### src/rtl/mme_ram.sv
// ----------------------------------------------------------------------------
// mme_ram
// generic single-write, single-read ram with registered read data
// ----------------------------------------------------------------------------
module mme_ram #(
  parameter int WIDTH = 16,
  parameter int DEPTH = 256
) (
  input  logic                     clk,
  input  logic                     we,
  input  logic [$clog2(DEPTH)-1:0] waddr,
  input  logic [WIDTH-1:0]         wdata,
  input  logic [$clog2(DEPTH)-1:0] raddr,
  output logic [WIDTH-1:0]         rdata
);

  logic [WIDTH-1:0] mem [DEPTH];

  always_ff @(posedge clk) begin
    if (we) begin
      mem[waddr] <= wdata;
    end
    rdata <= mem[raddr];
  end

endmodule

### config.mk
export PLATFORM = sky130hd
export DESIGN_NAME = mme_ram
export DESIGN_NICKNAME = d
export VERILOG_FILES = /design/src/rtl/mme_ram.sv
export SDC_FILE = /design/constraint.sdc
export NUM_CORES = 2
export LEC_CHECK = 0
export ABC_AREA = 0
export BUFFER_PORTS_ARGS = -buffer_cell sky130_fd_sc_hd__buf_4
export CORE_MARGIN = 2
export CORE_UTILIZATION = 55
export CTS_BUF_LIST = sky130_fd_sc_hd__clkbuf_2
export DETAILED_ROUTE_END_ITERATION = 12
export PLACE_DENSITY = 0.68
export SETUP_SLACK_MARGIN = 0.3
export SYNTH_ARGS = -nofsm -noshare
export SYNTH_HDL_FRONTEND = slang
export SYNTH_SLANG_ARGS = --single-unit
### constraint.sdc
create_clock -name clk -period 3.8 [get_ports clk]
set_input_delay 0.76 -clock clk [delete_from_list [all_inputs] [get_ports clk]]
set_output_delay 0.76 -clock clk [all_outputs]
set_load 0.01 [all_outputs]
==> flow_summary.ini <==
[sta]
fmax_mhz = 273
slew_viol_final = 2
finalHoldViolCount = 0
post-route-min-period_ns = 3.66
tns_ns = 0
worst_slew_pin_slew_ns = 1.60
relSlewSlack = -0.0761
fin_crit_sh = 0.962
rsz0062_at_grt = yes
fin_worst_skew_ns = 0.154
report.final.setup_viol = 0

[yosys]
yosys-top-cells-count = edfxtp_1, mux4_2, mux2i_1, nor2_1, o221ai_1
synth_top_family_by_area = multiplexers
yosys_warnings = 0
synthCells = 7360
ys_ff_latch = 4112
synth.area.mux_share = 0.155
synth-seq-area-share = 0.777
synth_edf_count = 4096
synth_top_cell_by_area = edfxtp_1
ys.flop_type = edfxtp_1
synth-compound-area-share = 0.0354
synth.distinct_cells = 52
synthTopCellsByArea = edfxtp_1, mux4_2, mux2i_1, o221ai_1, nor2_1
synthDominantCellAreaShare = 0.775
avgSynthCellArea_um2 = 21.6
netlist_area_um2 = 159000
async_flop_share = 0
synth_most_common_cell = edfxtp_1
synth_nets = 7394
synth-simple-area-share = 0.0157
synth_xor_area_frac = 0
synthAdderAreaFrac = 0

[min_path]
hold_depth = 4
min_from = wdata[11]
hold_path_end = mem[113][11]
min_path_type = in -> reg

[clock_network]
tritoncts = yes
numCtsBuffers = 957
htreeDepth = 6
clockRootBuffer = clkbuf_2
worstSkewPairLatency_ns = 2.30
clockBufferDepth = 4
clkTransAtPathRegs_ns = 0.10
cts.sinks = 4112

[power]
swShare = 0.248
leakage_uw = 0.0591
p_seq_frac = 0.604
p_comb_frac = 0.062
p_clk_frac = 0.334
peakVddDrop_v = 0.000329
cellPowerDensity_nw_per_um2 = 465
internal_power_uw = 62300
switchingPower_uw = 20600

[detailed_routing]
drc_errors = 0
vias_per_cell = 6.38
firstDrtPassIters = 8
avgRoutedWirePerCell_um = 31.6
first_iter_violations = 11900
routed_wl_um = 419000
ant_nets = 0
via_count = 84600

[placed_design]
gp_congestion = 0.897
portBuffers = 49
dp.cells = 11400
placedInstanceArea_um2 = 168000
dp_hpwl_um = 251000

[setup_path]
critPathBufInv = 8
crit_type = in -> reg
r2r-start = mem[249][9]
worstRegToRegCells = 9
cpPeakStageDelay_ns = 1.06
start_kind = input port
r2r_setup_slack_ns = 0.46
critPathSlowestCell = dlygate4sd3_1
crit_path_end_kind = register
cp_cell_sequence = dlygate4sd3_1 > clkbuf_8 > dlygate4sd3_1 > buf_12 > buf_4 > buf_4 > a21oi_1 > nor3_1 > nor3_1 > dlygate4sd3_1 > nor4_1 > dlygate4sd3_1
cp_data_required_time_ns = 5.96
cp_max_fo = 32
r2r_end = rdata[9]
path_delay_family = buffers and inverters
path_common_cell = dlygate4sd3_1
arrival_ns = 5.81

[outcome]
status = complete, but fails checks
violations = max-capacitance violations, max-slew violations

[layout]
fin_area_um2 = 178000
syn2layout_area_growth_pct = 12.4
instances_no_fill = 13300
layout-drive-gt1-share = 0.342
layout.nets = 8772

[floorplan]
coreArea_um2 = 288000
dieArea_um2 = 293000
dieHeight_um = 541
fp.dieW_um = 541
initial_core_util = 0.552
ios = 50
fp-row-count = 197

[global_routing]
grt_use_total = 0.285
grt_pass1_vias = 83700
grt_pass1_wl_um = 594000
grt-ovfl-total = 0
antenna_found_initial = 25
grt_max_degree = 130

[flow_run]
maxCapViolCount = 1
## metrics by stage
| step | total power [µW] | worst slack, ns | util | hold WS (ns) |
|---|---|---|---|---|
| final | 82900 | 0.143 | 0.620 | 0.190 |
| after global routing | 85900 | 0.0415 | 0.620 | 0.0766 |
| after CTS | 83400 | -0.0209 | 0.619 | 0.00671 |
| after detailed placement | 56000 | -0.591 | 0.584 | 0.978 |
| after global placement | 55900 | -0.615 | 0.584 | 1.01 |
| after floorplan | 53500 | 0.875 | - | 0.854 |
## area by class of cell
cell class / count / area [µm²]
flip-flops and latches: 4112 / 123000
fillers: 20000 / 109000
clock buffers: 1395 / 6980
inverters: 4 / 27.5
well taps: 3781 / 4730
clock inverters: 284 / 1590
multi-input cells: 2792 / 33000
diodes: 19 / 47.5
repair buffers: 871 / 8600
## cell families after synthesis
logic type | after synthesis
simple gates | 556
flops | 4112
buf+inv | 456
mux | 1450
compound gates | 786
## power groups by stage
stage	clock [µW]	combinational, µW	sequential [µW]
after global routing	30500	5350	50000
final	27700	5160	50000
after floorplan	0	2470	51000
after CTS	28300	5120	50000
after detailed placement	0	4940	51100
after global placement	0	4840	51000
## cells in the final DEF, fill, tap and decap left out, types with 10 or more instances in the layout
cell / synthesis / layout
edfxtp_1: 4096 / 4096
clkbuf_2: 0 / 1395
mux4_2: 797 / 797
buf_4: 26 / 621
mux2i_1: 565 / 565
o221ai_1: 252 / 252
nor2_1: 304 / 244
clkinv_1: 0 / 210
a21oi_1: 175 / 175
o22ai_1: 148 / 148
buf_12: 5 / 98
dlygate4sd3_1: 0 / 97
mux2_2: 88 / 88
nor3_1: 92 / 88
nor2_2: 0 / 59
a22oi_1: 43 / 43
nand2_1: 38 / 38
o21ai_0: 37 / 37
a22o_1: 32 / 32
a221oi_1: 28 / 28
nand4_1: 26 / 26
nand3_1: 35 / 26
inv_6: 0 / 21
o32ai_1: 20 / 20
diode_2: 0 / 19
buf_16: 0 / 19
a211oi_1: 18 / 18
nor4_1: 17 / 17
buf_8: 11 / 17
buf_6: 77 / 17
o31ai_1: 16 / 16
dfxtp_4: 0 / 16
clkinv_2: 0 / 15
and3_1: 11 / 11
inv_8: 0 / 10
clkinv_8: 0 / 10
## flip-flops by register name, summed over array words and instances (netlist names)
register	cells
mem	4096
rdata	16
## tightest hold or removal path, delay by kind of cell
kind     cells  cell delay [ns]
buf+inv      4             1.48
## repair_timing
action,CTS,global route
buffers inserted,0,4
cloned,0,1
hold endpoints to repair,8208,0
hold buffers,115,0
setup endpoints to repair,16,68
resized for setup,48,5
## metal layers
layer,share of wire,vias up,wire [µm],GRT usage
met1,0.38,43800,158000,0.405
li1,-,34700,-,-
met3,0.11,731,48000,0.0657
met2,0.47,5319,198000,0.439
met5,0.00020,-,84,0
met4,0.034,12,14400,0.100
## worst max path at each step
stage / start / endpoint / slack (ns) / cells after the start
4_1_cts: rdata[8] / rdata[8] / -0.02 / 1
2_1_floorplan: waddr[3] / mem[235][0] / 0.87 / 6
3_5_place_dp: raddr[0] / rdata[3] / -0.59 / 9
3_3_place_gp: raddr[0] / rdata[3] / -0.62 / 9
6_report: raddr[2] / rdata[1] / 0.14 / 12
5_1_grt: rdata[12] / rdata[12] / 0.04 / 1
Note: power is estimated with default switching activity, not from simulation.
