--- config.mk ---
export PLATFORM = sky130hd
export DESIGN_NAME = mme_mac
export DESIGN_NICKNAME = d
export VERILOG_FILES = /design/src/rtl/mme_pkg.sv /design/src/rtl/mme_mac.sv
export SDC_FILE = /design/constraint.sdc
export NUM_CORES = 1
export LEC_CHECK = 0
export ABC_AREA = 1
export BUFFER_PORTS_ARGS = -buffer_cell sky130_fd_sc_hd__buf_2
export CORE_ASPECT_RATIO = 1.75
export CORE_UTILIZATION = 50
export CTS_CLUSTER_DIAMETER = 30
export DETAILED_ROUTE_END_ITERATION = 12
export GPL_ROUTABILITY_DRIVEN = 0
export PLACE_DENSITY = 0.67
export SLEW_MARGIN = 30
export SYNTH_ARGS = -nofsm -noshare
export SYNTH_HDL_FRONTEND = slang
export SYNTH_SLANG_ARGS = --single-unit
--- constraint.sdc ---
create_clock -name clk -period 6.6 [get_ports clk]
set_input_delay 0.99 -clock clk [delete_from_list [all_inputs] [get_ports clk]]
set_output_delay 0.99 -clock clk [all_outputs]
set_load 0.005 [all_outputs]
--- src/rtl/mme_pkg.sv ---
// ----------------------------------------------------------------------------
// mme_pkg
// shared constants, codes, types and helpers of the matrix multiply engine
// ----------------------------------------------------------------------------
package mme_pkg;

  localparam int MAX_DIM   = 16;
  localparam int IDX_W     = 4;
  localparam int IDX_LIMIT = 2 ** IDX_W;
  localparam int DIM_CAP   = (MAX_DIM < IDX_LIMIT) ? MAX_DIM : IDX_LIMIT;
  localparam int DIM_W     = 5;
  localparam int DEPTH     = MAX_DIM * MAX_DIM;
  localparam int ADDR_W    = $clog2(DEPTH);
  localparam int ELEM_W    = 16;
  localparam int PROD_W    = 2 * ELEM_W;
  localparam int SUM_W     = 36;
  localparam int OP_W      = 2;
  localparam int CFG_IDX_W = 2;

  localparam logic [OP_W-1:0] OP_LOAD_A  = 2'd0;
  localparam logic [OP_W-1:0] OP_LOAD_B  = 2'd1;
  localparam logic [OP_W-1:0] OP_COMPUTE = 2'd2;

  localparam logic [CFG_IDX_W-1:0] CFG_ROWS  = 2'd0;
  localparam logic [CFG_IDX_W-1:0] CFG_INNER = 2'd1;
  localparam logic [CFG_IDX_W-1:0] CFG_COLS  = 2'd2;

  localparam logic [DIM_W-1:0] DIM_RESET = 5'd16;

  typedef struct packed {
    logic valid;
    logic clear;
  } mac_ctl_t;

  typedef struct packed {
    logic             strobe;
    logic [IDX_W-1:0] row;
    logic [IDX_W-1:0] col;
    logic             last;
  } emit_t;

  // zero acts as one, anything above the cap acts as the cap
  function automatic logic [DIM_W-1:0] eff_dim(input logic [DIM_W-1:0] v);
    logic [DIM_W-1:0] d;
    if (v == '0) begin
      d = DIM_W'(1);
    end else if (v > DIM_W'(DIM_CAP)) begin
      d = DIM_W'(DIM_CAP);
    end else begin
      d = v;
    end
    return d;
  endfunction

  function automatic logic [ADDR_W-1:0] elem_addr(input logic [IDX_W-1:0] r,
                                                  input logic [IDX_W-1:0] c);
    return ADDR_W'(r) * ADDR_W'(MAX_DIM) + ADDR_W'(c);
  endfunction

endpackage

--- src/rtl/mme_mac.sv ---
// ----------------------------------------------------------------------------
// mme_mac
// shared multiply-accumulate unit: registered product, then 36-bit sum
// ----------------------------------------------------------------------------
module mme_mac import mme_pkg::*; (
  input  logic                     clk,
  input  logic                     rst,
  input  mac_ctl_t                 ctl,
  input  logic signed [ELEM_W-1:0] a,
  input  logic signed [ELEM_W-1:0] b,
  output logic                     busy,
  output logic signed [SUM_W-1:0]  acc
);

  logic                     prod_v;
  logic signed [PROD_W-1:0] prod;

  always_ff @(posedge clk) begin
    if (rst) begin
      prod_v <= 1'b0;
    end else begin
      prod_v <= ctl.valid;
    end
  end

  always_ff @(posedge clk) begin
    prod <= a * b;
    if (ctl.clear) begin
      acc <= '0;
    end else if (prod_v) begin
      acc <= acc + SUM_W'(prod);
    end
  end

  assign busy = prod_v;

endmodule

==> metrics.md <==
| Metric | Value |
|---|---|
| Slowest CP cell | `fa_1` |
| Max_cap viols | `0` |
| Die height | `around 230 um` |
| Worst Path Arrival | `about 6500 ps` |
| PnR worst setup slack | `between 300 and 400 ps` |
| Router iterations before antenna repair | `6` |
| Fin crit share | `95.0%` |
| # setup viols final | `0` |
| Layout cell share with drive strength beyond 1 | `approximately 6.4%` |
| Worst setup SP type | `input pin` |
| Most used cell, CP | `fa_1` |
| CTS Buffer Depth | `2` |
| Net count reported at finish | `2477` |
| CP startpoint | `b[7]` |
| RSZ-0062 raised after global routing | `false` |
| Buffers and inverters on the worst path | `6` |
| Cts hold-fix bufs | `0` |
| Max Freq | `about 160 MHz` |
| Final hold vios | `0` |
| CP max stage delay | `slightly above 600 ps` |
| Post-synth cell types | `39` |
| Register bit total from synthesis | `slightly below 70` |
| Cell Rows | `between 80 and 90` |
| Hpwl dp | `around 33 mm` |
| Total routed wirelength | `roughly 39 mm` |
| Core Region | `0.0293 sq mm` |
| Clock-pin slew on the worst setup and hold paths | `60 ps` |
| Syn Inst Count | `2030` |
| Slew Viols, Final | `0` |
| Initial antenna violation count | `0` |
| Top delay family on crit path | `adder cells` |
| Post-Syn Area per Cell | `approximately 7.3 sq um` |
| Setup WS pre-CTS | `-2.80 ps` |
| EDFF count, synth | `0` |
| Top_reg_cell synth | `dfxtp_1` |
| Tot GR Track Use | `26.9%` |
| Final Critical Period | `between 6000 and 7000 ps` |
| Fillers | `between 2k and 3k` |
| Least-Margin Pin Slew | `slightly below 800 ps` |
| First-pass GRT wire length | `between 60 and 70 mm` |
| CP endpoint kind | `register` |
| Post-cts sizing count | `0` |
| IO Pins | `73` |
| Pin count of the biggest net entering global routing | `55` |
| Die footprint | `0.0304 sq mm` |
| Critical-path cell list | `buf_2, nand2_1, fa_1, inv_1, fa_1, inv_1, fa_1, inv_1, fa_1, inv_1, fa_1, inv_1, fa_1, ha_1, nand2_1, a21oi_1, a211oi_1, nand2_1, a21oi_1, a21o_1, nand2_1` |
| CTS tree | `yes` |
| Worst r2r src | `acc[0]$_SDFFE_PP0P_` |
| GRT overflow | `0` |
| P&R area growth vs syn | `6.71%` |
| Commonest non-fill, non-tap cell in the layout | `inv_1` |
| Netlist Area Pre-Place | `~0.015 sq mm` |
| FFs w/ async S/R, synth | `0%` |
| Crit Path Category | `in2reg` |
| DR vias | `12.4k` |
| Starting Density | `approximately half` |
| Number of global-route vias before repair | `about 13k` |
| Data required time of the worst path | `~6800 ps` |
| Most frequent cells in the layout | `557 x inv_1, 473 x nand2_1, 263 x fa_1` |
| Mapped Nets | `2446` |
| H-Tree Depth | `3` |
| CTS Buf Count | `9` |
| DR vias/cell | `approximately 5.1` |
| Clock latency on the worst-skew pair | `350 ps` |
| CTS sink cnt | `between 60 and 70` |
| Synth warn | `0` |
| Status | `finished clean` |
| Post-route DRC | `0` |
| DIE WIDTH | `~130 um` |
| FF/Latch Area | `0.00138 sq mm` |
| Worst Path Max Fanout | `16` |
| Slew HR | `between 40 and 50%` |
| Area of the multi-input gates | `between 0.01 and 0.015 sq mm` |
| Clock root buffer | `clkbuf_16` |
| Post-route antenna net violation count | `0` |
| Min-delay worst type | `reg2reg` |
| DR iter-0 viols | `around 670` |
| # Post-CTS Setup Buffers | `0` |
| Ant. Diodes | `0` |
| Hold path startpoint | `acc[35]$_SDFFE_PP0P_` |
| Worst Skew | `just under 7 ps` |
| # port buffers | `72` |
| Sequential area share after synthesis | `around a tenth` |
| Wirelength per Cell | `between 15 and 20 um` |
## cells in the mapped netlist (3+ instances only)
cell | n | area (sq um)
fa_1 | 263 | 5270
xnor2_1 | 13 | 114
a21o_1 | 11 | 82.6
a21oi_2 | 3 | 26.3
a31oi_1 | 3 | 18.8
nand3_1 | 51 | 255
nor2_1 | 166 | 623
buf_4 | 3 | 22.5
or2_2 | 8 | 50.1
nand2_1 | 473 | 1780
o21ai_1 | 12 | 60.1
nand2_2 | 3 | 18.8
nand4_1 | 15 | 93.8
clkbuf_1 | 64 | 240
ha_1 | 117 | 1460
nand3b_1 | 4 | 30.0
dfxtp_1 | 69 | 1380
xor2_1 | 40 | 350
a21oi_1 | 63 | 315
o21bai_1 | 14 | 105
inv_1 | 557 | 2090
o21ai_0 | 43 | 215
nor3_1 | 10 | 50.1
nor2_2 | 5 | 31.3
## path summary, 6_finish.rpt
check                           slack, ps  cells past startpoint              endpoint
worst min register to register        500                      2  acc[35]$_SDFFE_PP0P_
worst min-delay path                  500                      2  acc[35]$_SDFFE_PP0P_
worst max register to register       4080                     15  acc[20]$_SDFFE_PP0P_
worst max-delay path                  330                     21      prod[30]$_DFF_P_
## tightest hold or removal path, cell delays in order (launching register included)
cell	delay, ps
dfxtp_1	330
nand2_1	70
a21oi_1	60
## layout make-up
class	instances	area share, %
Inverter	559	13.3
Sequential cell	69	8.73
Clock buffer	9	1.42
Tap cell	382	3.02
Clock inverter	7	0.466
Timing Repair Buffer	89	3.08
Multi-Input combinational cell	1333	70.0
## stage by stage
stage	hold WS, ps	setup TNS (ps)	instance area [sq um]	cells	util, %
global placement	480	0	15500	2432	53.0
detailed placement	487	-2.80	15500	2432	53.0
floorplan	474	0	14800	2030	-
CTS	496	0	15800	2448	54.1
global route	534	0	15800	2448	54.1
finish	496	0	15800	2448	54.1
## routing by layer
metal / track usage (%) / vias to the layer above / share of wire, %
li1: - / 5949 / -
met1: 27.5 / 5964 / 37
met2: 52.8 / 330 / 54
met3: 2.47 / 144 / 3.3
met4: 15.3 / 0 / 6.1
met5: 0 / - / 0
## cell families after synthesis
group | count (synthesis) | synth area share (%)
simple gates | 741 | 20.1
buf+inv | 628 | 16.0
fa+ha+maj | 380 | 45.4
compound gates | 159 | 6.13
flops | 69 | 9.31
xor+xnor | 53 | 3.13
## sequential cells by signal (all words and copies together) (netlist names)
register / count
acc: 36
busy: 1
prod: 32
Power is left out: the tool's default activity adds up to more than one toggle a clock period on the data nets, which glitch-free logic cannot reach.
