===== src/rtl/mme_pkg.sv =====
// ----------------------------------------------------------------------------
// mme_pkg
// shared constants, codes, types and helpers of the matrix multiply engine
// ----------------------------------------------------------------------------
package mme_pkg;

  localparam int MAX_DIM   = 16;
  localparam int IDX_W     = 4;
  localparam int IDX_LIMIT = 2 ** IDX_W;
  localparam int DIM_CAP   = (MAX_DIM < IDX_LIMIT) ? MAX_DIM : IDX_LIMIT;
  localparam int DIM_W     = 5;
  localparam int DEPTH     = MAX_DIM * MAX_DIM;
  localparam int ADDR_W    = $clog2(DEPTH);
  localparam int ELEM_W    = 16;
  localparam int PROD_W    = 2 * ELEM_W;
  localparam int SUM_W     = 36;
  localparam int OP_W      = 2;
  localparam int CFG_IDX_W = 2;

  localparam logic [OP_W-1:0] OP_LOAD_A  = 2'd0;
  localparam logic [OP_W-1:0] OP_LOAD_B  = 2'd1;
  localparam logic [OP_W-1:0] OP_COMPUTE = 2'd2;

  localparam logic [CFG_IDX_W-1:0] CFG_ROWS  = 2'd0;
  localparam logic [CFG_IDX_W-1:0] CFG_INNER = 2'd1;
  localparam logic [CFG_IDX_W-1:0] CFG_COLS  = 2'd2;

  localparam logic [DIM_W-1:0] DIM_RESET = 5'd16;

  typedef struct packed {
    logic valid;
    logic clear;
  } mac_ctl_t;

  typedef struct packed {
    logic             strobe;
    logic [IDX_W-1:0] row;
    logic [IDX_W-1:0] col;
    logic             last;
  } emit_t;

  // zero acts as one, anything above the cap acts as the cap
  function automatic logic [DIM_W-1:0] eff_dim(input logic [DIM_W-1:0] v);
    logic [DIM_W-1:0] d;
    if (v == '0) begin
      d = DIM_W'(1);
    end else if (v > DIM_W'(DIM_CAP)) begin
      d = DIM_W'(DIM_CAP);
    end else begin
      d = v;
    end
    return d;
  endfunction

  function automatic logic [ADDR_W-1:0] elem_addr(input logic [IDX_W-1:0] r,
                                                  input logic [IDX_W-1:0] c);
    return ADDR_W'(r) * ADDR_W'(MAX_DIM) + ADDR_W'(c);
  endfunction

endpackage


===== src/rtl/mme_seq.sv =====
// ----------------------------------------------------------------------------
// mme_seq
// sequencer: walks columns and the inner dimension, drives store reads
// ----------------------------------------------------------------------------
module mme_seq import mme_pkg::*; (
  input  logic              clk,
  input  logic              rst,
  input  logic              start,
  input  logic [IDX_W-1:0]  start_row,
  input  logic [DIM_W-1:0]  nk,
  input  logic [DIM_W-1:0]  nc,
  input  logic              out_free,
  input  logic              mac_busy,
  output logic              idle,
  output logic [ADDR_W-1:0] a_addr,
  output logic [ADDR_W-1:0] b_addr,
  output mac_ctl_t          mac_ctl,
  output emit_t             emit
);

  localparam logic [1:0] S_IDLE  = 2'd0;
  localparam logic [1:0] S_RUN   = 2'd1;
  localparam logic [1:0] S_DRAIN = 2'd2;
  localparam logic [1:0] S_EMIT  = 2'd3;

  logic [1:0]       state;
  logic [IDX_W-1:0] row;
  logic [IDX_W-1:0] j;
  logic [IDX_W-1:0] k;
  logic             rd_v;
  logic             last_k;
  logic             last_j;
  logic             do_emit;

  assign last_k  = (DIM_W'(k) == nk - DIM_W'(1));
  assign last_j  = (DIM_W'(j) == nc - DIM_W'(1));
  assign do_emit = (state == S_EMIT) && out_free;

  always_ff @(posedge clk) begin
    if (rst) begin
      state <= S_IDLE;
      rd_v  <= 1'b0;
    end else begin
      rd_v <= (state == S_RUN);
      case (state)
        S_IDLE: begin
          if (start) begin
            state <= S_RUN;
          end
        end
        S_RUN: begin
          if (last_k) begin
            state <= S_DRAIN;
          end
        end
        S_DRAIN: begin
          // wait until the last product has landed in the sum
          if (!rd_v && !mac_busy) begin
            state <= S_EMIT;
          end
        end
        S_EMIT: begin
          if (out_free) begin
            state <= last_j ? S_IDLE : S_RUN;
          end
        end
        default: begin
          state <= S_IDLE;
        end
      endcase
    end
  end

  always_ff @(posedge clk) begin
    if (state == S_IDLE && start) begin
      row <= start_row;
      j   <= '0;
      k   <= '0;
    end else if (state == S_RUN) begin
      k <= last_k ? '0 : k + IDX_W'(1);
    end else if (do_emit && !last_j) begin
      j <= j + IDX_W'(1);
    end
  end

  assign idle          = (state == S_IDLE);
  assign a_addr        = elem_addr(row, k);
  assign b_addr        = elem_addr(k, j);
  assign mac_ctl.valid = rd_v;
  assign mac_ctl.clear = (state == S_IDLE && start) || (do_emit && !last_j);
  assign emit.strobe   = do_emit;
  assign emit.row      = row;
  assign emit.col      = j;
  assign emit.last     = last_j;

endmodule


===== config.mk =====
export PLATFORM = sky130hd
export DESIGN_NAME = mme_seq
export DESIGN_NICKNAME = d
export VERILOG_FILES = /design/src/rtl/mme_pkg.sv /design/src/rtl/mme_seq.sv
export SDC_FILE = /design/constraint.sdc
export NUM_CORES = 1
export LEC_CHECK = 0
export ABC_AREA = 0
export BUFFER_PORTS_ARGS = -buffer_cell sky130_fd_sc_hd__buf_2
export CAP_MARGIN = 20
export CORE_ASPECT_RATIO = 0.8
export CORE_MARGIN = 3
export CORE_UTILIZATION = 42
export DETAILED_ROUTE_END_ITERATION = 6
export GPL_TIMING_DRIVEN = 0
export HOLD_SLACK_MARGIN = 0.03
export PLACE_DENSITY = 0.72
export RECOVER_POWER = 50
export SLEW_MARGIN = 20
export SYNTH_ARGS = -nofsm -noshare
export SYNTH_HDL_FRONTEND = slang
export SYNTH_SLANG_ARGS = --single-unit

===== constraint.sdc =====
create_clock -name clk -period 2.1 [get_ports clk]
set_clock_uncertainty 0.05 [all_clocks]
set_input_delay 0.42 -clock clk [delete_from_list [all_inputs] [get_ports clk]]
set_output_delay 0.42 -clock clk [all_outputs]
set_load 0.005 [all_outputs]

==> results of run 1 <==
## final timing paths
check | startpoint | endpoint | slack [ns]
worst max-delay path | nc[0] | mac_ctl[0] | -0.16
worst min-delay path | start_row[2] | row[2] | 0.26
worst max register to register | k[2] | state[0] | 0.06
worst min register to register | j[3] | j[3] | 0.47
## routing by layer
layer,track usage,vias to the layer above,part of all wire
met5,0,-,0
met4,0.03297,0,0.0093
met3,0.05055,4,0.065
met2,0.2875,32,0.49
met1,0.1806,450,0.44
li1,-,524,-
## power breakdown
part	internal, mW	total (mW)	switching [mW]	leakage, nW
clock network	0.0739	0.168	0.0941	0.0150
registers	0.373	0.456	0.0834	0.129
logic	0.326	0.625	0.299	0.592
## critical path, delay by kind of cell
kind	cells	cell delay, ns
buffers and inverters	5	0.43
adder cells (fa/ha/maj)	1	0.15
AO/OA/AOI/OAI	3	0.64
AND/OR/NAND/NOR	1	0.14
## cells in the final DEF, fill, tap and decap left out, types with 2 or more instances in the layout
| cell type | n |
|---|---|
| buf_8 | 2 |
| o21ai_0 | 2 |
| inv_4 | 2 |
| a31oi_1 | 3 |
| buf_6 | 2 |
| nand2_1 | 12 |
| clkbuf_1 | 2 |
| nand3_1 | 6 |
| buf_2 | 43 |
| inv_2 | 2 |
| edfxtp_1 | 4 |
| buf_4 | 16 |
| inv_1 | 8 |
| ha_1 | 7 |
| a21oi_1 | 6 |
| nor3_1 | 2 |
| clkbuf_4 | 4 |
| xor2_1 | 4 |
| xnor2_1 | 6 |
| a41o_1 | 2 |
| nor2_1 | 5 |
| dfxtp_1 | 10 |
| nand3b_1 | 4 |
## cells by family (layout without fill, tap and decap cells)
group / count (synthesis) / count (layout)
simple gates: 38 / 38
mux: 1 / 1
buf+inv: 27 / 81
xor+xnor: 11 / 11
flops: 15 / 15
fa+ha+maj: 8 / 8
compound gates: 21 / 21
## final cells by class
type,count,area share
multi-input cells,79,0.4083
flip-flops and latches,15,0.2351
repair buffers,50,0.1972
plain buffers,15,0.07752
inverters,12,0.03445
well taps,34,0.02929
clock buffers,4,0.01809
## registers in the layout, indices dropped and copies added (netlist names)
register and flops:
j 4, rd_v 1, row 4, k 4
state 2
## repair_timing
| action | CTS | global route |
|---|---|---|
| endpoints found under the setup margin | 2 | 3 |
| pin swaps | 5 | 2 |
| setup buffers | 3 | 0 |
| resized for setup | 12 | 5 |
==> metrics.txt, run 1 <==
status=finished with violations; failing checks=negative setup slack; critical path's slowest cell=a311o_2; Syn-to-layout area delta=35.95%; RSZ-0062 raised after global routing=true; Initial Utilization=0.4667; Slew Viols, Final=0; Peak supply drop=around 0.50 mV; Synth top cells by count=buf_4 (15), nand2_1 (12), dfxtp_1 (11); placed cell count=202; mux share of post-synthesis cell area=0.009368; n_diodes=0; synthesized area per cell=slightly below 9 um2; Final ANT Viol Nets=0; CTS root buffer=clkbuf_4; synthesized-area fraction occupied by adder cells=0.09368; Rows=15; pin count of the biggest net entering global routing=11; final std cells w/o fill=around 210; vias=1,010; post-synth top area cell=dfxtp_1; Die X=62.39 um; period utilisation layout=1.076; Leak=0.7357 nW; worst hold margin=approximately 0.26 ns; post-place setup slack=-0.3162 ns; Worst-Margin Slew=~0.37 ns; Final Hold Viols=0; CORE AREA=about 0.0023 mm2; Synth Cell Area=0.001069 mm2; arrival time at the worst endpoint=1.79 ns; Register Area=341.6 um2; WS Path Type=input pin to primary output; XOR/XNOR share of the synthesized area=0.1042; Post-Synthesis Cells=121; CP required=roughly 1.6 ns; Final nets=a little over 200; max incr delay on CP=just over 0.4 ns; Relative slew margins=0.7517; post-synth top area share=0.2061; CTS Buffer Depth=2; Reg clk slew, reported paths=around 0.080 ns; synthesized flop and latch total=15; DRT iter0 DRCs=17; total power=1.249 mW; # hold bufs at CTS=0; post-DP HPWL=1880 um; Seq/Total Area, Yosys=0.3185; FMAX=around 440 MHz; H-tree Lvls=1; vias per cell=around 4.8; Max-Cap Viols=0; Ports=between 40 and 50; final wirelength=2462 um; total track usage=0.1568; ranking of synthesized cells by area=dfxtp_1 (21%), edfxtp_1 (11%), buf_4 (11%); final setup vio count=2; CTS tree=done; WL per Instance=about 12 um; Tightest Hold Check Type=input pin to register; Tmin final=2.260 ns; leading register cell type out of synthesis=dfxtp_1; die area=~0.0032 mm2; share of layout cells above drive strength 1=0.4457; Final GP Congestion=between 0.8 and 0.9; endpoint type of the worst setup path=primary output; Yosys warnings=0; Clk Latency, worst-skew pair=0.29 ns; clock sinks=15; compound-gate portion of the synthesized area=0.1370; Filler cells=roughly 210; DRC viols=0; fin worst setup slack=-0.1595 ns; Final Util=0.6344; Port Buf Inserts=between 40 and 50; first-pass GRT wire length=~4000 um; Hold Path Stages=1; initial antenna violation count=0; count leader, synth=buf_4; largest family of logic cells by synthesized area=simple AND/OR/NAND/NOR gates; Post-synth EDFFs=4; area of the multi-input gates=about 590 um2; CP Launch Type=input pin; setup TNS=-0.3176 ns; DP Area=between 0.001 and 0.0015 mm2; Yosys cell types=35; design area=0.001453 mm2; TritonCTS Buffers=3; total gr overflow=0; R2R cell count=5; DR pass1 iterations=4; net count after synthesis=approximately 150; CP max FO=3; Post-Synth Simple-Gate Area=0.1897; vias in the first global route=a little under 900; asr flop ratio synth=0; CP Cell Sequence=buf_8 > inv_4 > ha_4 > buf_6 > nand3b_1 > a21o_1 > a311o_2 > inv_2 > o21ai_2 > buf_2; die height=between 50 and 60 um; power density cells=around 860 mW/mm2
Note: power is estimated with default switching activity, not from simulation.
==> inputs of run 2 (changes only) <==
--- a/config.mk
+++ b/config.mk
@@ -8,13 +8,14 @@
 export ABC_AREA = 0
 export BUFFER_PORTS_ARGS = -buffer_cell sky130_fd_sc_hd__buf_2
 export CAP_MARGIN = 20
-export CORE_ASPECT_RATIO = 0.8
+export CORE_ASPECT_RATIO = 0.7
 export CORE_MARGIN = 3
-export CORE_UTILIZATION = 42
+export CORE_UTILIZATION = 44
+export CTS_BUF_LIST = sky130_fd_sc_hd__clkbuf_4
 export DETAILED_ROUTE_END_ITERATION = 6
 export GPL_TIMING_DRIVEN = 0
 export HOLD_SLACK_MARGIN = 0.03
-export PLACE_DENSITY = 0.72
+export PLACE_DENSITY = 0.75
 export RECOVER_POWER = 50
 export SLEW_MARGIN = 20
 export SYNTH_ARGS = -nofsm -noshare
==> run 2 against run 1 <==
The run still ends with negative setup slack left. Count of clock-buffer cells in the layout fell by 1. Clock power about the same. Sequential share of layout area fell by 0.61 points. Register-to-register slack barely moved. Design area rose by 2.7%. Wire length is 7.1% higher. Non-clock buffer count increased by 4. Combinational power about the same. Critical endpoint unchanged. Largest cell class unchanged. Highest routed layer unchanged.
==> metrics.txt, run 2 (same netlist as run 1, synthesis figures left out) <==
status=finished with violations; failing checks=negative setup slack; Leak=~0.74 nW; setup TNS=-0.3123 ns; Max-Cap Viols=0; CORE AREA=0.002225 mm2; most frequent cells in the layout=buf_2 (38), buf_4 (16), nand2_1 (12); total track usage=0.1733; CP required=about 1.6 ns; # hold bufs at CTS=0; Tmin final=roughly 2.3 ns; die area=0.003065 mm2; fin worst setup slack=-0.1621 ns; Hold Path Stages=1; WL per Instance=about 12 um; Relative slew margins=0.7425; CP Launch Type=input pin; first-pass GRT wire length=between 4000 and 5000 um; power density cells=between 800 and 900 mW/mm2; post-DP HPWL=2007 um; vias per cell=4.991; Worst-Margin Slew=0.3848 ns; H-tree Lvls=1; Final ANT Viol Nets=0; TritonCTS Buffers=3; Reg clk slew, reported paths=about 0.10 ns; FMAX=between 400 and 500 MHz; critical path's slowest cell=a311o_2; CTS tree=done; CP Cell Sequence=buf_8 > inv_4 > ha_4 > buf_6 > nand3b_1 > a21o_1 > a311o_2 > inv_2 > o21ai_1 > buf_2; Initial Utilization=0.4803; DRT iter0 DRCs=28; Ports=48; total gr overflow=0; Syn-to-layout area delta=39.58%; final setup vio count=2; die height=roughly 47 um; Die X=64.90 um; Rows=14; Top Registers=j x4, k x4, row x4; Final Hold Viols=0; RSZ-0062 raised after global routing=true; DRC viols=0; final wirelength=around 2600 um; n_diodes=0; Peak supply drop=0.6585 mV; Slew Viols, Final=0; Port Buf Inserts=47; CTS root buffer=clkbuf_4; Final GP Congestion=between 0.8 and 0.9; clock sinks=15; vias=~1,100; endpoint type of the worst setup path=primary output; CTS Buffer Depth=2; DR pass1 iterations=4; Clk Latency, worst-skew pair=around 0.29 ns; CP max FO=3; pin count of the biggest net entering global routing=11; Tightest Hold Check Type=input pin to register; WS Path Type=input pin to primary output; initial antenna violation count=0; period utilisation layout=1.077; Final nets=between 200 and 250; vias in the first global route=927; share of layout cells above drive strength 1=0.4413; arrival time at the worst endpoint=~1.8 ns; R2R cell count=5; max incr delay on CP=0.42 ns; Final Util=0.6704; commonest non-fill, non-tap cell in the layout=buf_2
-- run 2: path summary, 6_finish.rpt --
kind / from / slack, ns / end
setup / recovery: nc[1] / -0.16 / mac_ctl[0]
hold / removal: start_row[0] / 0.25 / row[0]
setup reg to reg: k[2] / 0.07 / state[0]
hold reg to reg: j[3] / 0.46 / j[3]
-- run 2: where the power goes --
group | internal [mW] | switching, mW | leakage (nW) | total [mW]
registers | 0.373 | 0.0838 | 0.129 | 0.457
logic | 0.319 | 0.306 | 0.594 | 0.625
clock network | 0.0707 | 0.0963 | 0.0177 | 0.167
total | 0.762 | 0.486 | 0.741 | 1.25
-- run 2: stage by stage --
step	area (um2)	cells	setup slack, ns	hold slack (ns)	total power [mW]
6_report	1491	211	-0.1621	0.2517	1.249
5_1_grt	1491	211	-0.2151	0.2417	1.361
3_3_place_gp	1346	200	-0.2558	0.4473	1.045
4_1_cts	1483	212	-0.2097	0.2476	1.260
2_1_floorplan	1071	121	0.02199	0.4367	0.8568
3_5_place_dp	1346	200	-0.3166	0.4518	1.074
-- run 2: final cells by class --
class / count / area [um2]
plain buffers: 15 / 112.6
clock buffers: 3 / 22.52
clock inverters: 1 / 5.005
fillers: 193 / 733.2
inverters: 12 / 50.05
multi-input cells: 79 / 609.3
flip-flops and latches: 15 / 341.6
well taps: 32 / 40.04
repair buffers: 54 / 310.3
-- run 2: layer usage --
layer	wire length, um	share of wire	vias up	GRT usage
met5	0	0	-	0
met4	25	0.0095	0	0.05042
met3	192	0.073	6	0.05024
met2	1245	0.47	44	0.3191
met1	1173	0.44	475	0.2020
li1	-	-	528	-
-- run 2: what timing repair did --
| action | in CTS | in global routing |
|---|---|---|
| resized for setup | 13 | 6 |
| setup endpoints to repair | 2 | 4 |
| pin swaps | 5 | 2 |
| buffers inserted | 8 | 0 |
-- run 2: worst max-delay path: cells and delay by family --
family          cells  cell delay (ns)
compound gates      3             0.64
buf+inv             5             0.44
fa+ha+maj           1             0.15
simple gates        1             0.14
==> inputs of run 3 (changes only) <==
--- a/config.mk
+++ b/config.mk
@@ -6,7 +6,7 @@
 export NUM_CORES = 1
 export LEC_CHECK = 0
 export ABC_AREA = 0
-export BUFFER_PORTS_ARGS = -buffer_cell sky130_fd_sc_hd__buf_2
+export BUFFER_PORTS_ARGS = -buffer_cell sky130_fd_sc_hd__clkbuf_2
 export CAP_MARGIN = 20
 export CORE_ASPECT_RATIO = 0.7
 export CORE_MARGIN = 3
==> run 3 against run 2 <==
The run still ends with negative setup slack left. Clock power about the same. Critical path depth unchanged. Global-route usage increased by 0.14 points. Non-clock buffer count decreased by 2. Register-to-register slack about the same. Design area decreased by 2.3%. Sequential cell count unchanged. Combinational power decreased by 0.8%. Die area unchanged. Sequential share of layout area increased by 0.55 points. Sequential power increased by 0.9%. Utilization decreased by 1.6 points. Critical path type unchanged. Largest cell class unchanged. Highest routed layer unchanged.
==> metrics.txt, run 3 (same netlist as run 1, synthesis figures left out) <==
status=finished with violations; failing checks=negative setup slack; critical path's slowest cell=a311o_2; Reg clk slew, reported paths=around 0.090 ns; commonest non-fill, non-tap cell in the layout=clkbuf_2; Rows=14; endpoint type of the worst setup path=primary output; Final GP Congestion=between 0.8 and 0.9; post-DP HPWL=between 2000 and 2500 um; vias per cell=between 5 and 6; Final Util=0.6547; TritonCTS Buffers=3; Top Registers=j x4, k x4, row x4; worst hold margin=between 0.2 and 0.3 ns; fin worst setup slack=-0.1811 ns; Final nets=205; Max-Cap Viols=0; Final ANT Viol Nets=0; pin count of the biggest net entering global routing=11; final wirelength=2610 um; vias in the first global route=around 930; Ports=48; arrival time at the worst endpoint=1.81 ns; Initial Utilization=0.4803; WS Path Type=input pin to primary output; most frequent cells in the layout=clkbuf_2 (40), buf_4 (17), nand2_1 (12); CP Cell Sequence=buf_6 > inv_2 > ha_4 > buf_6 > nand3b_1 > a21o_1 > a311o_2 > inv_2 > o21ai_2 > buf_2; # hold bufs at CTS=0; max incr delay on CP=0.41 ns; final setup vio count=2; first-pass GRT wire length=~4100 um; clock sinks=15; DRT iter0 DRCs=18; H-tree Lvls=1; DRC viols=0; CTS Buffer Depth=2; Tmin final=around 2.3 ns; die area=about 0.003 mm2; Filler cells=between 150 and 200; n_diodes=0; Clk Latency, worst-skew pair=between 0.2 and 0.3 ns; CP max FO=3; period utilisation layout=1.086; CP required=approximately 1.6 ns; DR pass1 iterations=4; Syn-to-layout area delta=36.30%; total power=between 1 and 1.5 mW; Relative slew margins=0.7298; WL per Instance=about 12 um; Final Hold Viols=0; Worst-Margin Slew=0.4038 ns; CTS tree=done; total gr overflow=0; RSZ-0062 raised after global routing=true; Peak supply drop=~0.6 mV; CP Launch Type=input pin; post-place setup slack=-0.3259 ns; share of layout cells above drive strength 1=0.4407; power density cells=approximately 860 mW/mm2; CTS root buffer=clkbuf_4; initial antenna violation count=0; final std cells w/o fill=209; FMAX=~440 MHz; total track usage=0.1747; vias=approximately 1,100; Leak=between 0.7 and 0.8 nW; CORE AREA=0.002225 mm2; Die X=around 65 um; Port Buf Inserts=between 40 and 50; placed cell count=200; die height=~47 um; Slew Viols, Final=0; Tightest Hold Check Type=input pin to register
run 3: worst paths after layout:
kind,startpoint,end,slack [ns],cells after the start
max,nc[1],mac_ctl[0],-0.18,10
min,start_row[1],row[1],0.25,1
max reg2reg,k[2],state[0],0.06,5
min reg2reg,j[3],j[3],0.47,2
run 3: layer usage:
layer  vias to the layer above  part of all wire  global-route usage
li1                        522                 -                   -
met2                        45              0.47              0.3089
met5                         -                 0                   0
met3                         8             0.082             0.05502
met4                         0             0.024             0.07143
met1                       481              0.42              0.2029
run 3: area by class of cell:
cell class | count | area (um2) | share of cell area
multi-input cells | 79 | 588.1 | 0.4038
flip-flops and latches | 15 | 341.6 | 0.2345
repair buffers | 52 | 295.3 | 0.2027
plain buffers | 15 | 116.4 | 0.07990
inverters | 12 | 47.55 | 0.03265
well taps | 32 | 40.04 | 0.02749
clock buffers | 3 | 22.52 | 0.01546
clock inverters | 1 | 5.005 | 0.003436
run 3: worst max-delay path: cells and delay by family:
family                     cells  cell delay, ns
AOI/OAI and AO/OA              3            0.64
adders and majority gates      1            0.16
buffers and inverters          5            0.46
and+or+nand+nor                1            0.14
run 3: power breakdown:
group / total [mW] / internal [mW] / switching, mW / leakage, nW
combinational: 0.620 / 0.324 / 0.296 / 0.586
clock: 0.167 / 0.0708 / 0.0960 / 0.0177
sequential: 0.461 / 0.373 / 0.0881 / 0.129
total: 1.25 / 0.768 / 0.480 / 0.733
run 3: what timing repair did:
action / in CTS / in global routing
endpoints found under the setup margin: 2 / 3
pin swaps: 2 / 4
buffers inserted: 2 / 3
resized for setup: 6 / 11
run 3: through the flow:
stage                     setup TNS (ns)  instance area [um2]
after global routing             -0.5523                 1456
after global placement           -0.6858                 1346
after floorplan                        0                 1071
final                            -0.3540                 1456
after CTS                        -0.4808                 1411
after detailed placement          -1.062                 1346
